**src/hw/rtl/lcg_pkg.sv**
```systemverilog
// ============================================================================
// Lexicographic combination generator package
// Shared widths, command and result codes, controller states and the
// command and status bundles between the controller and the datapath.
// ============================================================================
package lcg_pkg;

    // Default sizes of the table and of one combination.
    localparam int MAX_SET_DEF    = 64;
    localparam int MAX_CHOOSE_DEF = 16;

    // Fixed field widths.
    localparam int VALUE_BITS = 16;
    localparam int N_W        = 7;   // set_size register
    localparam int K_W        = 5;   // choose_count register
    localparam int IDX_W      = 6;   // entry_index
    localparam int POS_W      = 4;   // element_position
    localparam int CMD_W      = 2;
    localparam int KIND_W     = 2;
    localparam int S_DATA_W   = 24;  // cmd, entry_index, entry_value
    localparam int M_DATA_W   = 24;  // element_value, element_position, padding
    localparam int CFG_ADDR_W = 1;
    localparam int CFG_DATA_W = 7;

    // Configuration register indexes.
    localparam logic [CFG_ADDR_W-1:0] CFG_SET_SIZE     = 1'b0;
    localparam logic [CFG_ADDR_W-1:0] CFG_CHOOSE_COUNT = 1'b1;

    typedef enum logic [CMD_W-1:0] {
        CMD_LOAD    = 2'd0,
        CMD_RESTART = 2'd1,
        CMD_NEXT    = 2'd2,
        CMD_NOP     = 2'd3
    } t_cmd;

    typedef enum logic [KIND_W-1:0] {
        KIND_ACK       = 2'd0,
        KIND_ELEM      = 2'd1,
        KIND_EXHAUSTED = 2'd2,
        KIND_INVALID   = 2'd3
    } t_kind;

    typedef enum logic [1:0] {
        ST_IDLE,
        ST_EMIT,
        ST_ADVANCE
    } t_state;

    // Controller to datapath.
    typedef struct packed {
        logic  load;        // write the table entry of the accepted item
        logic  restart;     // pointers back to 1..k, flag cleared
        logic  put_result;  // place a single result into the output register
        t_kind kind;        // kind of that single result
        logic  emit_start;  // clear the element counter and pivot tracking
        logic  issue;       // read one element of the current combination
        logic  advance;     // step the pointers to the next combination
    } t_dp_cmd;

    // Datapath to controller.
    typedef struct packed {
        logic sizes_ok;     // n and k describe a valid enumeration
        logic exhausted;    // final combination already emitted
        logic cnt_last;     // the element counter is on the last element
        logic can_issue;    // the read stage is free for another element
        logic out_free;     // no element in flight and output slot free
    } t_dp_status;

endpackage

```
**src/hw/rtl/lcg_ram.sv**
```systemverilog
// ============================================================================
// Generic single-port-write RAM
// One write port and one read port with a registered, enabled read.
// ============================================================================
module lcg_ram #(
    parameter int WIDTH = 16,
    parameter int DEPTH = 64
) (
    input  logic                     i_clk,
    input  logic                     i_we,
    input  logic [$clog2(DEPTH)-1:0] i_waddr,
    input  logic [WIDTH-1:0]         i_wdata,
    input  logic                     i_re,
    input  logic [$clog2(DEPTH)-1:0] i_raddr,
    output logic [WIDTH-1:0]         o_rdata
);

    logic [WIDTH-1:0] r_mem [DEPTH];
    logic [WIDTH-1:0] r_rdata;

    always_ff @(posedge i_clk) begin
        if (i_we) begin
            r_mem[i_waddr] <= i_wdata;
        end
        if (i_re) begin
            r_rdata <= r_mem[i_raddr];
        end
    end

    assign o_rdata = r_rdata;

endmodule

```
**src/hw/rtl/lcg_ctrl.sv**
```systemverilog
// ============================================================================
// Combination generator controller
// Decodes accepted commands and sequences element reads and the pointer step.
// ============================================================================
module lcg_ctrl
    import lcg_pkg::*;
(
    input  logic       i_clk,
    input  logic       i_rst_n,
    input  logic       i_s_tvalid,
    input  t_cmd       i_cmd,
    input  t_dp_status i_status,
    output logic       o_s_tready,
    output t_dp_cmd    o_dp_cmd
);

    t_state r_state;
    t_state n_state;
    logic   accept;

    assign o_s_tready = (r_state == ST_IDLE) && i_status.out_free;
    assign accept     = o_s_tready && i_s_tvalid;

    always_ff @(posedge i_clk) begin
        if (!i_rst_n) begin
            r_state <= ST_IDLE;
        end else begin
            r_state <= n_state;
        end
    end

    // Next state.
    always_comb begin
        n_state = r_state;
        case (r_state)
            ST_IDLE: begin
                if (accept && (i_cmd == CMD_NEXT) && i_status.sizes_ok
                    && !i_status.exhausted) begin
                    n_state = ST_EMIT;
                end
            end
            ST_EMIT: begin
                if (i_status.can_issue && i_status.cnt_last) begin
                    n_state = ST_ADVANCE;
                end
            end
            ST_ADVANCE: begin
                n_state = ST_IDLE;
            end
            default: begin
                n_state = ST_IDLE;
            end
        endcase
    end

    // Commands to the datapath.
    always_comb begin
        o_dp_cmd = '0;
        o_dp_cmd.kind = KIND_ACK;
        case (r_state)
            ST_IDLE: begin
                if (accept) begin
                    case (i_cmd)
                        CMD_LOAD: begin
                            o_dp_cmd.load       = 1'b1;
                            o_dp_cmd.put_result = 1'b1;
                        end
                        CMD_RESTART: begin
                            o_dp_cmd.restart    = 1'b1;
                            o_dp_cmd.put_result = 1'b1;
                        end
                        CMD_NEXT: begin
                            if (!i_status.sizes_ok) begin
                                o_dp_cmd.put_result = 1'b1;
                                o_dp_cmd.kind       = KIND_INVALID;
                            end else if (i_status.exhausted) begin
                                o_dp_cmd.put_result = 1'b1;
                                o_dp_cmd.kind       = KIND_EXHAUSTED;
                            end else begin
                                o_dp_cmd.emit_start = 1'b1;
                            end
                        end
                        default: begin
                            o_dp_cmd.put_result = 1'b1;
                        end
                    endcase
                end
            end
            ST_EMIT: begin
                o_dp_cmd.issue = i_status.can_issue;
            end
            ST_ADVANCE: begin
                o_dp_cmd.advance = 1'b1;
            end
            default: begin
                o_dp_cmd.kind = KIND_ACK;
            end
        endcase
    end

endmodule

```
**src/hw/rtl/lcg_dp.sv**
```systemverilog
// ============================================================================
// Combination generator datapath
// Size registers, position pointers, value table, read stage and output slot.
// ============================================================================
module lcg_dp
    import lcg_pkg::*;
#(
    parameter int MAX_SET    = MAX_SET_DEF,
    parameter int MAX_CHOOSE = MAX_CHOOSE_DEF
) (
    input  logic                  i_clk,
    input  logic                  i_rst_n,
    input  logic                  i_cfg_we,
    input  logic [CFG_ADDR_W-1:0] i_cfg_index,
    input  logic [CFG_DATA_W-1:0] i_cfg_data,
    input  logic [IDX_W-1:0]      i_entry_index,
    input  logic [VALUE_BITS-1:0] i_entry_value,
    input  t_dp_cmd               i_dp_cmd,
    output t_dp_status            o_status,
    input  logic                  i_m_tready,
    output logic                  o_m_tvalid,
    output t_kind                 o_kind,
    output logic [VALUE_BITS-1:0] o_element_value,
    output logic [POS_W-1:0]      o_element_position,
    output logic                  o_last
);

    localparam int AW     = $clog2(MAX_SET);
    localparam int PMAX   = (MAX_SET > MAX_CHOOSE) ? MAX_SET : MAX_CHOOSE;
    localparam int PTR_W  = $clog2(PMAX + 1);
    localparam int LW     = ((PTR_W > N_W) ? PTR_W : N_W) + 1;
    localparam int CNT_W  = (MAX_CHOOSE > 1) ? $clog2(MAX_CHOOSE) : 1;
    localparam int IW     = (AW > IDX_W) ? AW : IDX_W;

    logic [N_W-1:0]   r_n;
    logic [K_W-1:0]   r_k;
    logic [PTR_W-1:0] r_ptr [MAX_CHOOSE];
    logic             r_exhausted;
    logic [CNT_W-1:0] r_cnt;
    logic             r_pf;
    logic [CNT_W-1:0] r_pv;
    logic [PTR_W-1:0] r_pvv;

    logic             r_a_v;
    logic [POS_W-1:0] r_a_pos;
    logic             r_a_last;

    logic                  r_b_v;
    t_kind                 r_b_kind;
    logic [VALUE_BITS-1:0] r_b_val;
    logic [POS_W-1:0]      r_b_pos;
    logic                  r_b_last;

    logic                  do_restart;
    logic [PTR_W-1:0]      ptr_cur;
    logic [PTR_W-1:0]      ptr_dec;
    logic [LW-1:0]         limit;
    logic                  grows;
    logic                  b_free;
    logic                  a_move;
    logic [IW-1:0]         idx_ext;
    logic                  idx_in_range;
    logic [VALUE_BITS-1:0] ram_rdata;
    logic [CNT_W+POS_W-1:0] pos_ext;

    assign do_restart = i_cfg_we || i_dp_cmd.restart;

    // Current pointer and whether it can still grow (pivot test).
    assign ptr_cur = r_ptr[r_cnt];
    assign ptr_dec = ptr_cur - PTR_W'(1);
    assign limit   = LW'(r_n) - LW'(r_k) + LW'(r_cnt);
    assign grows   = LW'(ptr_cur) <= limit;
    assign pos_ext = (CNT_W + POS_W)'(r_cnt);

    assign idx_ext      = IW'(i_entry_index);
    assign idx_in_range = {1'b0, idx_ext} < (IW + 1)'(MAX_SET);

    assign b_free = !r_b_v || i_m_tready;
    assign a_move = r_a_v && b_free;

    assign o_status.sizes_ok  = (r_n != '0) && (r_k != '0) && (LW'(r_k) <= LW'(r_n))
                                && (LW'(r_n) <= LW'(MAX_SET))
                                && (LW'(r_k) <= LW'(MAX_CHOOSE));
    assign o_status.exhausted = r_exhausted;
    assign o_status.cnt_last  = (LW'(r_cnt) + LW'(1)) == LW'(r_k);
    assign o_status.can_issue = !r_a_v || b_free;
    assign o_status.out_free  = !r_a_v && b_free;

    lcg_ram #(
        .WIDTH (VALUE_BITS),
        .DEPTH (MAX_SET)
    ) u_table (
        .i_clk   (i_clk),
        .i_we    (i_dp_cmd.load && idx_in_range),
        .i_waddr (idx_ext[AW-1:0]),
        .i_wdata (i_entry_value),
        .i_re    (i_dp_cmd.issue),
        .i_raddr (ptr_dec[AW-1:0]),
        .o_rdata (ram_rdata)
    );

    // Size registers.
    always_ff @(posedge i_clk) begin
        if (!i_rst_n) begin
            r_n <= '0;
            r_k <= '0;
        end else if (i_cfg_we) begin
            if (i_cfg_index == CFG_SET_SIZE) begin
                r_n <= i_cfg_data[N_W-1:0];
            end else begin
                r_k <= i_cfg_data[K_W-1:0];
            end
        end
    end

    // Pointers and the exhausted flag.
    always_ff @(posedge i_clk) begin
        if (!i_rst_n || do_restart) begin
            for (int j = 0; j < MAX_CHOOSE; j++) begin
                r_ptr[j] <= PTR_W'(j + 1);
            end
            r_exhausted <= 1'b0;
        end else if (i_dp_cmd.advance) begin
            if (r_pf) begin
                // Pivot grows by one, everything after it follows on.
                for (int j = 0; j < MAX_CHOOSE; j++) begin
                    if ((LW'(j) >= LW'(r_pv)) && (LW'(j) < LW'(r_k))) begin
                        r_ptr[j] <= PTR_W'(LW'(r_pvv) + LW'(j) - LW'(r_pv) + LW'(1));
                    end
                end
            end else begin
                r_exhausted <= 1'b1;
            end
        end
    end

    // Element counter and rightmost growable pointer.
    always_ff @(posedge i_clk) begin
        if (!i_rst_n) begin
            r_cnt <= '0;
            r_pf  <= 1'b0;
        end else if (i_dp_cmd.emit_start) begin
            r_cnt <= '0;
            r_pf  <= 1'b0;
        end else if (i_dp_cmd.issue) begin
            r_cnt <= r_cnt + CNT_W'(1);
            if (grows) begin
                r_pf <= 1'b1;
            end
        end
    end

    always_ff @(posedge i_clk) begin
        if (i_dp_cmd.issue && grows) begin
            r_pv  <= r_cnt;
            r_pvv <= ptr_cur;
        end
    end

    // Read stage: position and last mark travel beside the table read.
    always_ff @(posedge i_clk) begin
        if (!i_rst_n) begin
            r_a_v <= 1'b0;
        end else if (i_dp_cmd.issue) begin
            r_a_v <= 1'b1;
        end else if (a_move) begin
            r_a_v <= 1'b0;
        end
    end

    always_ff @(posedge i_clk) begin
        if (i_dp_cmd.issue) begin
            r_a_pos  <= pos_ext[POS_W-1:0];
            r_a_last <= o_status.cnt_last;
        end
    end

    // Output slot.
    always_ff @(posedge i_clk) begin
        if (!i_rst_n) begin
            r_b_v <= 1'b0;
        end else if (a_move || i_dp_cmd.put_result) begin
            r_b_v <= 1'b1;
        end else if (i_m_tready) begin
            r_b_v <= 1'b0;
        end
    end

    always_ff @(posedge i_clk) begin
        if (a_move) begin
            r_b_kind <= KIND_ELEM;
            r_b_val  <= ram_rdata;
            r_b_pos  <= r_a_pos;
            r_b_last <= r_a_last;
        end else if (i_dp_cmd.put_result) begin
            r_b_kind <= i_dp_cmd.kind;
            r_b_val  <= '0;
            r_b_pos  <= '0;
            r_b_last <= 1'b1;
        end
    end

    assign o_m_tvalid         = r_b_v;
    assign o_kind             = r_b_kind;
    assign o_element_value    = r_b_val;
    assign o_element_position = r_b_pos;
    assign o_last             = r_b_last;

    // An element is read only while the counter lies inside the combination.
    a_issue_in_range: assert property (@(posedge i_clk) disable iff (!i_rst_n)
        i_dp_cmd.issue |-> (LW'(r_cnt) < LW'(r_k)))
        else $error("element read beyond the combination");

    // A stalled read stage keeps its element.
    a_read_stage_holds: assert property (@(posedge i_clk) disable iff (!i_rst_n)
        (r_a_v && !b_free) |=> (r_a_v && $stable(r_a_pos) && $stable(r_a_last)))
        else $error("read stage element lost under stall");

    // A single result never overtakes an element in flight or a waiting result.
    a_put_when_free: assert property (@(posedge i_clk) disable iff (!i_rst_n)
        i_dp_cmd.put_result |-> (!r_a_v && b_free && !i_dp_cmd.issue))
        else $error("single result placed while output path busy");

endmodule

```
**src/hw/rtl/lexicographic_combination_generator.sv**
```systemverilog
// ============================================================================
// Lexicographic combination generator
// Walks through the k-element combinations of an n-entry value table in
// lexicographic order of positions, one table value per result.
// ============================================================================
//
//  Channel   Direction  Signals                         Content
//  --------  ---------  ------------------------------  ---------------------------------
//  command   in         s_tvalid/s_tready/s_tdata       cmd, entry_index, entry_value
//  result    out        m_tvalid/m_tready/m_tdata/      element_value, element_position,
//                       m_tuser/m_tlast                 kind in tuser, last in tlast
//  config    in         i_cfg_we/i_cfg_index/i_cfg_data set_size (0), choose_count (1)
//
// A load, restart or unused command, once taken, gives its acknowledge
// transfer from the output register in the next cycle. A next command is
// taken, then reads its k elements, one table element per cycle while the
// result side keeps taking transfers, through the single read port of the
// table RAM, and then steps the pointers. The last element drains through
// the read stage and output register while the pointers are stepped, so the
// next command is taken on the edge at which that element leaves.
// Reset is synchronous and clears the sizes, the pointers (to 1..k), the
// exhausted flag and all handshake state; the table is not cleared and holds
// whatever was last loaded. A stall on the result side holds the element in
// flight and holds off further table reads; the command side takes a new
// transfer only once the result path is empty or about to empty.
// ============================================================================
module lexicographic_combination_generator
    import lcg_pkg::*;
#(
    parameter int MAX_SET    = MAX_SET_DEF,
    parameter int MAX_CHOOSE = MAX_CHOOSE_DEF
) (
    input  logic                  i_clk,
    input  logic                  i_rst_n,

    input  logic                  i_cfg_we,
    input  logic [CFG_ADDR_W-1:0] i_cfg_index,
    input  logic [CFG_DATA_W-1:0] i_cfg_data,

    input  logic                  s_tvalid,
    output logic                  s_tready,
    // s_tdata, from bit 0: cmd [1:0], entry_index [7:2], entry_value [23:8]
    input  logic [S_DATA_W-1:0]   s_tdata,

    output logic                  m_tvalid,
    input  logic                  m_tready,
    // m_tdata, from bit 0: element_value [15:0], element_position [19:16], zero [23:20]
    output logic [M_DATA_W-1:0]   m_tdata,
    // m_tuser, from bit 0: kind [1:0]
    output logic [KIND_W-1:0]     m_tuser,
    output logic                  m_tlast
);

    t_dp_cmd               dp_cmd;
    t_dp_status            dp_status;
    t_cmd                  cmd;
    t_kind                 kind;
    logic [VALUE_BITS-1:0] element_value;
    logic [POS_W-1:0]      element_position;

    // The command code occupies the lowest bits of the command transfer.
    assign cmd = t_cmd'(s_tdata[CMD_W-1:0]);

    lcg_ctrl u_ctrl (
        .i_clk      (i_clk),
        .i_rst_n    (i_rst_n),
        .i_s_tvalid (s_tvalid),
        .i_cmd      (cmd),
        .i_status   (dp_status),
        .o_s_tready (s_tready),
        .o_dp_cmd   (dp_cmd)
    );

    lcg_dp #(
        .MAX_SET    (MAX_SET),
        .MAX_CHOOSE (MAX_CHOOSE)
    ) u_dp (
        .i_clk              (i_clk),
        .i_rst_n            (i_rst_n),
        .i_cfg_we           (i_cfg_we),
        .i_cfg_index        (i_cfg_index),
        .i_cfg_data         (i_cfg_data),
        .i_entry_index      (s_tdata[CMD_W+IDX_W-1:CMD_W]),
        .i_entry_value      (s_tdata[CMD_W+IDX_W+VALUE_BITS-1:CMD_W+IDX_W]),
        .i_dp_cmd           (dp_cmd),
        .o_status           (dp_status),
        .i_m_tready         (m_tready),
        .o_m_tvalid         (m_tvalid),
        .o_kind             (kind),
        .o_element_value    (element_value),
        .o_element_position (element_position),
        .o_last             (m_tlast)
    );

    // Result fields packed from the lowest bit up, padded to whole bytes.
    assign m_tdata = {{(M_DATA_W - VALUE_BITS - POS_W){1'b0}}, element_position, element_value};
    assign m_tuser = kind;

endmodule

```
**config.mk**
```make
export PLATFORM = sky130hd
export DESIGN_NAME = lexicographic_combination_generator
export DESIGN_NICKNAME = d
export VERILOG_FILES = /design/src/hw/rtl/lcg_pkg.sv /design/src/hw/rtl/lcg_ram.sv /design/src/hw/rtl/lcg_ctrl.sv /design/src/hw/rtl/lcg_dp.sv /design/src/hw/rtl/lexicographic_combination_generator.sv
export SDC_FILE = /design/constraint.sdc
export NUM_CORES = 2
export LEC_CHECK = 0
export ABC_AREA = 1
export CAP_MARGIN = 15
export CORE_MARGIN = 2
export CORE_UTILIZATION = 30
export CTS_CLUSTER_SIZE = 16
export DETAILED_ROUTE_END_ITERATION = 6
export DONT_BUFFER_PORTS = 1
export GPL_TIMING_DRIVEN = 0
export PLACE_DENSITY_LB_ADDON = 0.08
export REMOVE_ABC_BUFFERS = 1
export SLEW_MARGIN = 20
export SYNTH_ARGS = -nofsm -noshare
export SYNTH_HDL_FRONTEND = slang
export SYNTH_SLANG_ARGS = --single-unit
```
**constraint.sdc**
```tcl
create_clock -name i_clk -period 10.9 [get_ports i_clk]
set_clock_uncertainty 0.05 [all_clocks]
set_input_delay 1.09 -clock i_clk [delete_from_list [all_inputs] [get_ports i_clk]]
set_output_delay 1.09 -clock i_clk [all_outputs]
set_load 0.01 [all_outputs]
```
Word-level counts from Yosys, hierarchy flattened
Memory sizes are Yosys's and may differ from the RTL's. A register that Yosys moved wholly into a read port is not among the register bits. Cells that the tools add are included.

Eq/ne operators: 7. Reductions and logical operators: 50. Bitwise logic cells: 19. Add/subtract/negate cells: 52. Order comparisons: 35. Mux-type cells: 129.

Operators with widths (number): 7-bit by 1-bit adder with 7-bit output (second input constant) (17); 7-bit two-way mux (16); 7-bit by 4-bit subtractor with 7-bit output (16); 1-bit two-way mux (98); 7-bit by 4-bit adder with 7-bit output (second input constant) (8); 4-bit by 5-bit less-than comparator with 1-bit output (first input constant) (8); 16-bit two-way mux (2); 7-bit by 3-bit adder with 7-bit output (second input constant) (4); 4-bit greater-or-equal comparator (first input constant) (7); 1-bit logical AND (28); 3-bit by 5-bit less-than comparator with 1-bit output (first input constant) (4); 3-bit by 4-bit greater-or-equal comparator with 1-bit output (first input constant) (4); 4-bit two-way mux (4); 1-bit OR (16); 7-bit by 2-bit adder with 7-bit output (second input constant) (2); 3-bit two-way mux (4); 1-bit by 5-bit less-than comparator with 1-bit output (first input constant) (2); 2-bit by 5-bit less-than comparator with 1-bit output (first input constant) (2); 2-bit AND reduction (5); 8-bit by 4-bit adder with 8-bit output (1); 8-bit by 5-bit == test with 1-bit output (1); 1-bit by 4-bit greater-or-equal comparator with 1-bit output (first input constant) (2); 2-bit by 4-bit greater-or-equal comparator with 1-bit output (first input constant) (2); 7-bit by 8-bit less-or-equal comparator with 1-bit output (1); 22 further kinds (38).

Word-level logic and storage cells: 310. Input port bits: 37. Memory bits (writable): 1136. Register bits: 61. Memories kept: 2.

Memory list: u_dp.u_table.r_mem (words 64, width 16, read ports 1, clocked after Yosys merged registers in 1, write ports 1, RTL line lcg_ram.sv:18) `logic [WIDTH-1:0] r_mem [DEPTH];`; u_dp.r_ptr (words 16, width 7, read ports 1, clocked after Yosys merged registers in 1, write ports 16, RTL line lcg_dp.sv:37) `logic [PTR_W-1:0] r_ptr [MAX_CHOOSE];`.

Depth between registers and ports, before layout
Depth in word-level cells: 14. Gate-level depth with buffers: 20. Gate-level depth less buffers: 19.

Modules after synthesis
Synthesis repeated with hierarchy kept, for this count alone.

Cell total of the unflattened synthesis: 4754. Area, all modules: 52745.6 um^2.

By module, submodules not included: lcg_ram (cells an instance 3517, instances 1, area each 42259.3 um^2); lcg_dp (cells an instance 1203, instances 1, area each 10249.8 um^2); lcg_ctrl (cells an instance 29, instances 1, area each 202.7 um^2); lexicographic_combination_generator (cells an instance 5, instances 1, area each 33.8 um^2).

Worst setup path before layout
Ideal clock, no wire load.

Path kind: input port to flip-flop. From: input m_tready. To: memory u_dp.u_table.r_mem[0][0] (enable). Path buffers: 0. Data required time: 10.462 ns. Path slack: 7.318 ns. Arrival: 3.144 ns. Cell stages on the path: 10. Path through: inv_1 -> nand2_1 -> inv_1 -> nor4_1 -> nand2_1 -> inv_1 -> nand3_1 -> nor2_1 -> nand3_1 -> nor2_1.

Cells in the longest elaborated chain, start to end: 8.

RTL lines: start: declaration (RTL line lexicographic_combination_generator.sv:46) `input logic m_tready,`; 1-bit logical OR (RTL line lcg_dp.sv:78) `assign b_free = !r_b_v || i_m_tready;`; 1-bit logical AND (RTL line lcg_dp.sv:87) `assign o_status.out_free = !r_a_v && b_free;`; 1-bit logical AND (RTL line lcg_ctrl.sv:21) `assign o_s_tready = (r_state == ST_IDLE) && i_status.out_free;`; via s_tready (RTL line lexicographic_combination_generator.sv:41) `output logic s_tready,`; 1-bit logical AND (RTL line lcg_ctrl.sv:22) `assign accept = o_s_tready && i_s_tvalid;`; 6-bit two-way mux (RTL line lcg_ctrl.sv:62) `if (accept) begin`; 3-bit two-way mux (RTL line lcg_ctrl.sv:60) `case (r_state)`; 1-bit two-way mux (RTL line lcg_ram.sv:22) `if (i_we) begin`; 1-bit two-way mux (not written as such) (RTL line lcg_ram.sv:23) `r_mem[i_waddr] <= i_wdata;`; end: declaration (RTL line lcg_ram.sv:18).

The timed path passes the listed nets, and every way through them passes these cells.

==> flow_summary.yaml <==
run_status:
  status: "completed"
synthesis:
  synth-main-ff-cell: "edfxtp_1"
  syn_inst: 5180
  synth.top_cell.area_share_pct: 64.2
  synth_edf_count: 1189
  ys_types: 41
  yosysSeqAreaShare_pct: 65.2
  yosys_warnings: 0
  synth_area_leader_cell: "edfxtp_1"
  netlist_area_um2: 55600
  async_reset_ff_share_pct: 0
  avgSynthCellArea_um2: 10.7
  ys_seq_elements: 1217
  netlist_top_cells_area: "edfxtp_1, nand3_1, nand2_1"
pwr:
  p_leak_nw: 24.4
  p_total_w: 0.0118
  power_density_nw_per_um2: 183
  vdd_ir_drop_max_mv: 0.170
sta:
  setup_ws_ps: 3270
  holdWs_ps: 354
  worst_slew_pin_slew_ps: 1020
  slew_viol_final: 0
  setup_viol: 0
  report.final.hold_viol_count: 0
  period_share_pct: 70.0
  rsz0062_at_grt: "false"
  finalSetupTns_ps: 0
  timing.fmax_ghz: 0.131
  finalCriticalPeriod_ps: 7630
  slew_headroom_pct: 32.0
setup_path:
  cp-start-kind: "flop"
  crit_fanout: 64
  critPathArrivalTime_ps: 8100
  required_ps: 11370
  reg2reg_depth: 22
  critPathKind: "flop to flop"
  end_kind: "flop"
floorplanning:
  die_x_um: 435
  pin_count: 66
  die_h_um: 435
  die_area_um2: 189000
  start_util_pct: 30.1
  rows: 158
  core_um2: 185000
clock_network:
  cts_max_level: 4
  clk_latency_ps: 790
  cts-buffers-inserted: 146
  cts_hold_buf: 0
  cts_setup_buffers: 0
  ctsResizeCount: 0
  clk_pin_slew_ps: 60
  cts-root-buf: "clkbuf_16"
  cts_tree: "built"
  cts_sinks: 1217
  cts_max_path_buffers: 3
layout:
  nets: 5213
  final_common_cell: "edfxtp_1"
  mostFrequentLayoutCells: "edfxtp_1, nand3_1, nand2_1, inv_1, nand3b_1"
  syn_to_final_growth_pct: 15.4
  drive_above_1_share_pct: 7.65
  nFillCells: 18310
grt:
  track_usage_pct: 18.9
  antenna_found_initial: 3
  grt_max_degree: 86
  grt_pass1_vias: 35437
  grt_overflow: 0
  grt_pass1_wl_um: 258000
detailed_routing:
  drc: 0
  ant_nets: 0
  vias_per_cell: 4.77
  dr.pass1.iters: 5
  wl_per_cell_um: 23.2
  vias: 36766
  dr.first_iter.drc_count: 2969
  wirelength_um: 179000
hold_path:
  hold_depth: 0
  min_path_type: "input port to flop"
placement:
  gp_routability_congestion: 0.833
  dpl_worst_slack_ps: 3010
  dp_hpwl_um: 105000
  portBuffers: 0
run:
  drv_cap: 0
==> layer usage <==
metal / vias up / share of wire (%) / GRT usage, %
li1: 17563 / - / -
met1: 18238 / 47 / 26.9
met2: 744 / 46 / 29.8
met3: 221 / 4.3 / 2.95
met4: 0 / 2.5 / 5.51
met5: - / 0 / 0
==> worst paths after layout <==
kind	startpoint	endpoint	slack, ps
hold reg to reg	u_dp.r_exhausted	u_dp.r_exhausted	410
setup / recovery	flop	u_dp.u_table.o_rdata[8]	3270
hold / removal	s_tdata[23]	u_dp.u_table.r_mem[50][15]	350
setup reg to reg	flop	u_dp.u_table.o_rdata[8]	3270
==> power breakdown <==
part           switching (W)  leakage (nW)  total (W)  internal [W]
clock network        0.00199          2.13    0.00458       0.00259
registers          0.0000274          11.1    0.00522       0.00519
logic                0.00141          11.2    0.00196      0.000553
total                0.00342          24.4     0.0118       0.00833
==> through the flow <==
stage / cells / area [um2] / util [%]
5_1_grt: 7709 / 64200 / 34.7
2_1_floorplan: 4873 / 54200 / -
3_3_place_gp: 7353 / 57300 / 31.0
4_1_cts: 7707 / 64200 / 34.7
6_report: 7711 / 64200 / 34.7
3_5_place_dp: 7448 / 59800 / 32.3
==> synthesized netlist by cell type, types with 2 or more instances <==
library cell,number
buf_6,3
xnor2_1,6
nand3_1,1004
nand3b_1,401
o22ai_1,2
nor2_1,240
edfxtp_1,1189
inv_2,4
o211ai_1,8
inv_1,697
dfxtp_1,28
a21oi_1,59
nand4_1,4
nand2_2,3
or2_2,21
buf_2,148
o221ai_1,8
buf_4,18
fa_1,12
nand3_2,2
clkbuf_1,124
o21ai_1,32
nor3_1,8
nor4_1,5
xor2_1,53
ha_1,48
buf_1,17
o21ai_0,130
nand2_1,894
==> cells by family (layout without fill, tap and decap cells) <==
logic type               after synthesis  after routing  share of synthesized area, %
flip-flops                          1217           1217                          65.2
AO/OA/AOI/OAI                        245            245                          2.33
buffers and inverters               1011           1055                          7.32
XOR/XNOR                              61             61                         0.988
AND/OR/NAND/NOR                     2585           2585                          22.6
adder cells (fa/ha/maj)               60             60                          1.51
other                                  1              8                       0.00674
==> final cells by class <==
class                   count  area (um2)  area share [%]
clock buffers             192        3900            6.08
inverters                 701        2640            4.12
clock inverters            67         469           0.731
multi-input cells        2955       15800            24.6
repair buffers             95        1960            3.05
flip-flops and latches   1217       36300            56.5
diodes                      4        10.0          0.0156
well taps                2480        3100            4.84
==> critical path, cell delays in order (launching register included) <==
cell     delay, ps
dfxtp_2        780
inv_2          530
nand3_1        300
nand3_1        160
nand3_4        140
buf_16         220
buf_16         250
nand2_4        380
buf_16         350
buf_16         240
inv_4          560
ha_4           650
buf_12         290
buf_16         260
inv_8          170
buf_16         280
buf_16         270
nand3_1        150
nand3_1        130
nand3_1        120
nand3_1        230
nand3_1        340
nand2_1         90
==> sequential cells by signal, indices dropped and copies added (netlist names), named ones only <==
register / cells
u_dp.r_exhausted: 1
u_dp.r_ptr: 112
u_ctrl.r_state: 2
u_dp.r_a_last: 1
u_dp.u_table.r_mem: 1024
u_dp.o_element_value: 16
u_dp.r_k: 5
u_dp.r_pvv: 7
u_dp.o_kind: 2
u_dp.o_m_tvalid: 1
u_dp.u_table.o_rdata: 16
u_dp.r_a_v: 1
u_dp.r_pf: 1
u_dp.r_a_pos: 4
u_dp.o_element_position: 4
u_dp.r_n: 7
u_dp.r_pv: 4
u_dp.o_last: 1
u_dp.r_cnt: 4
Note: power is estimated with default switching activity, not from simulation.
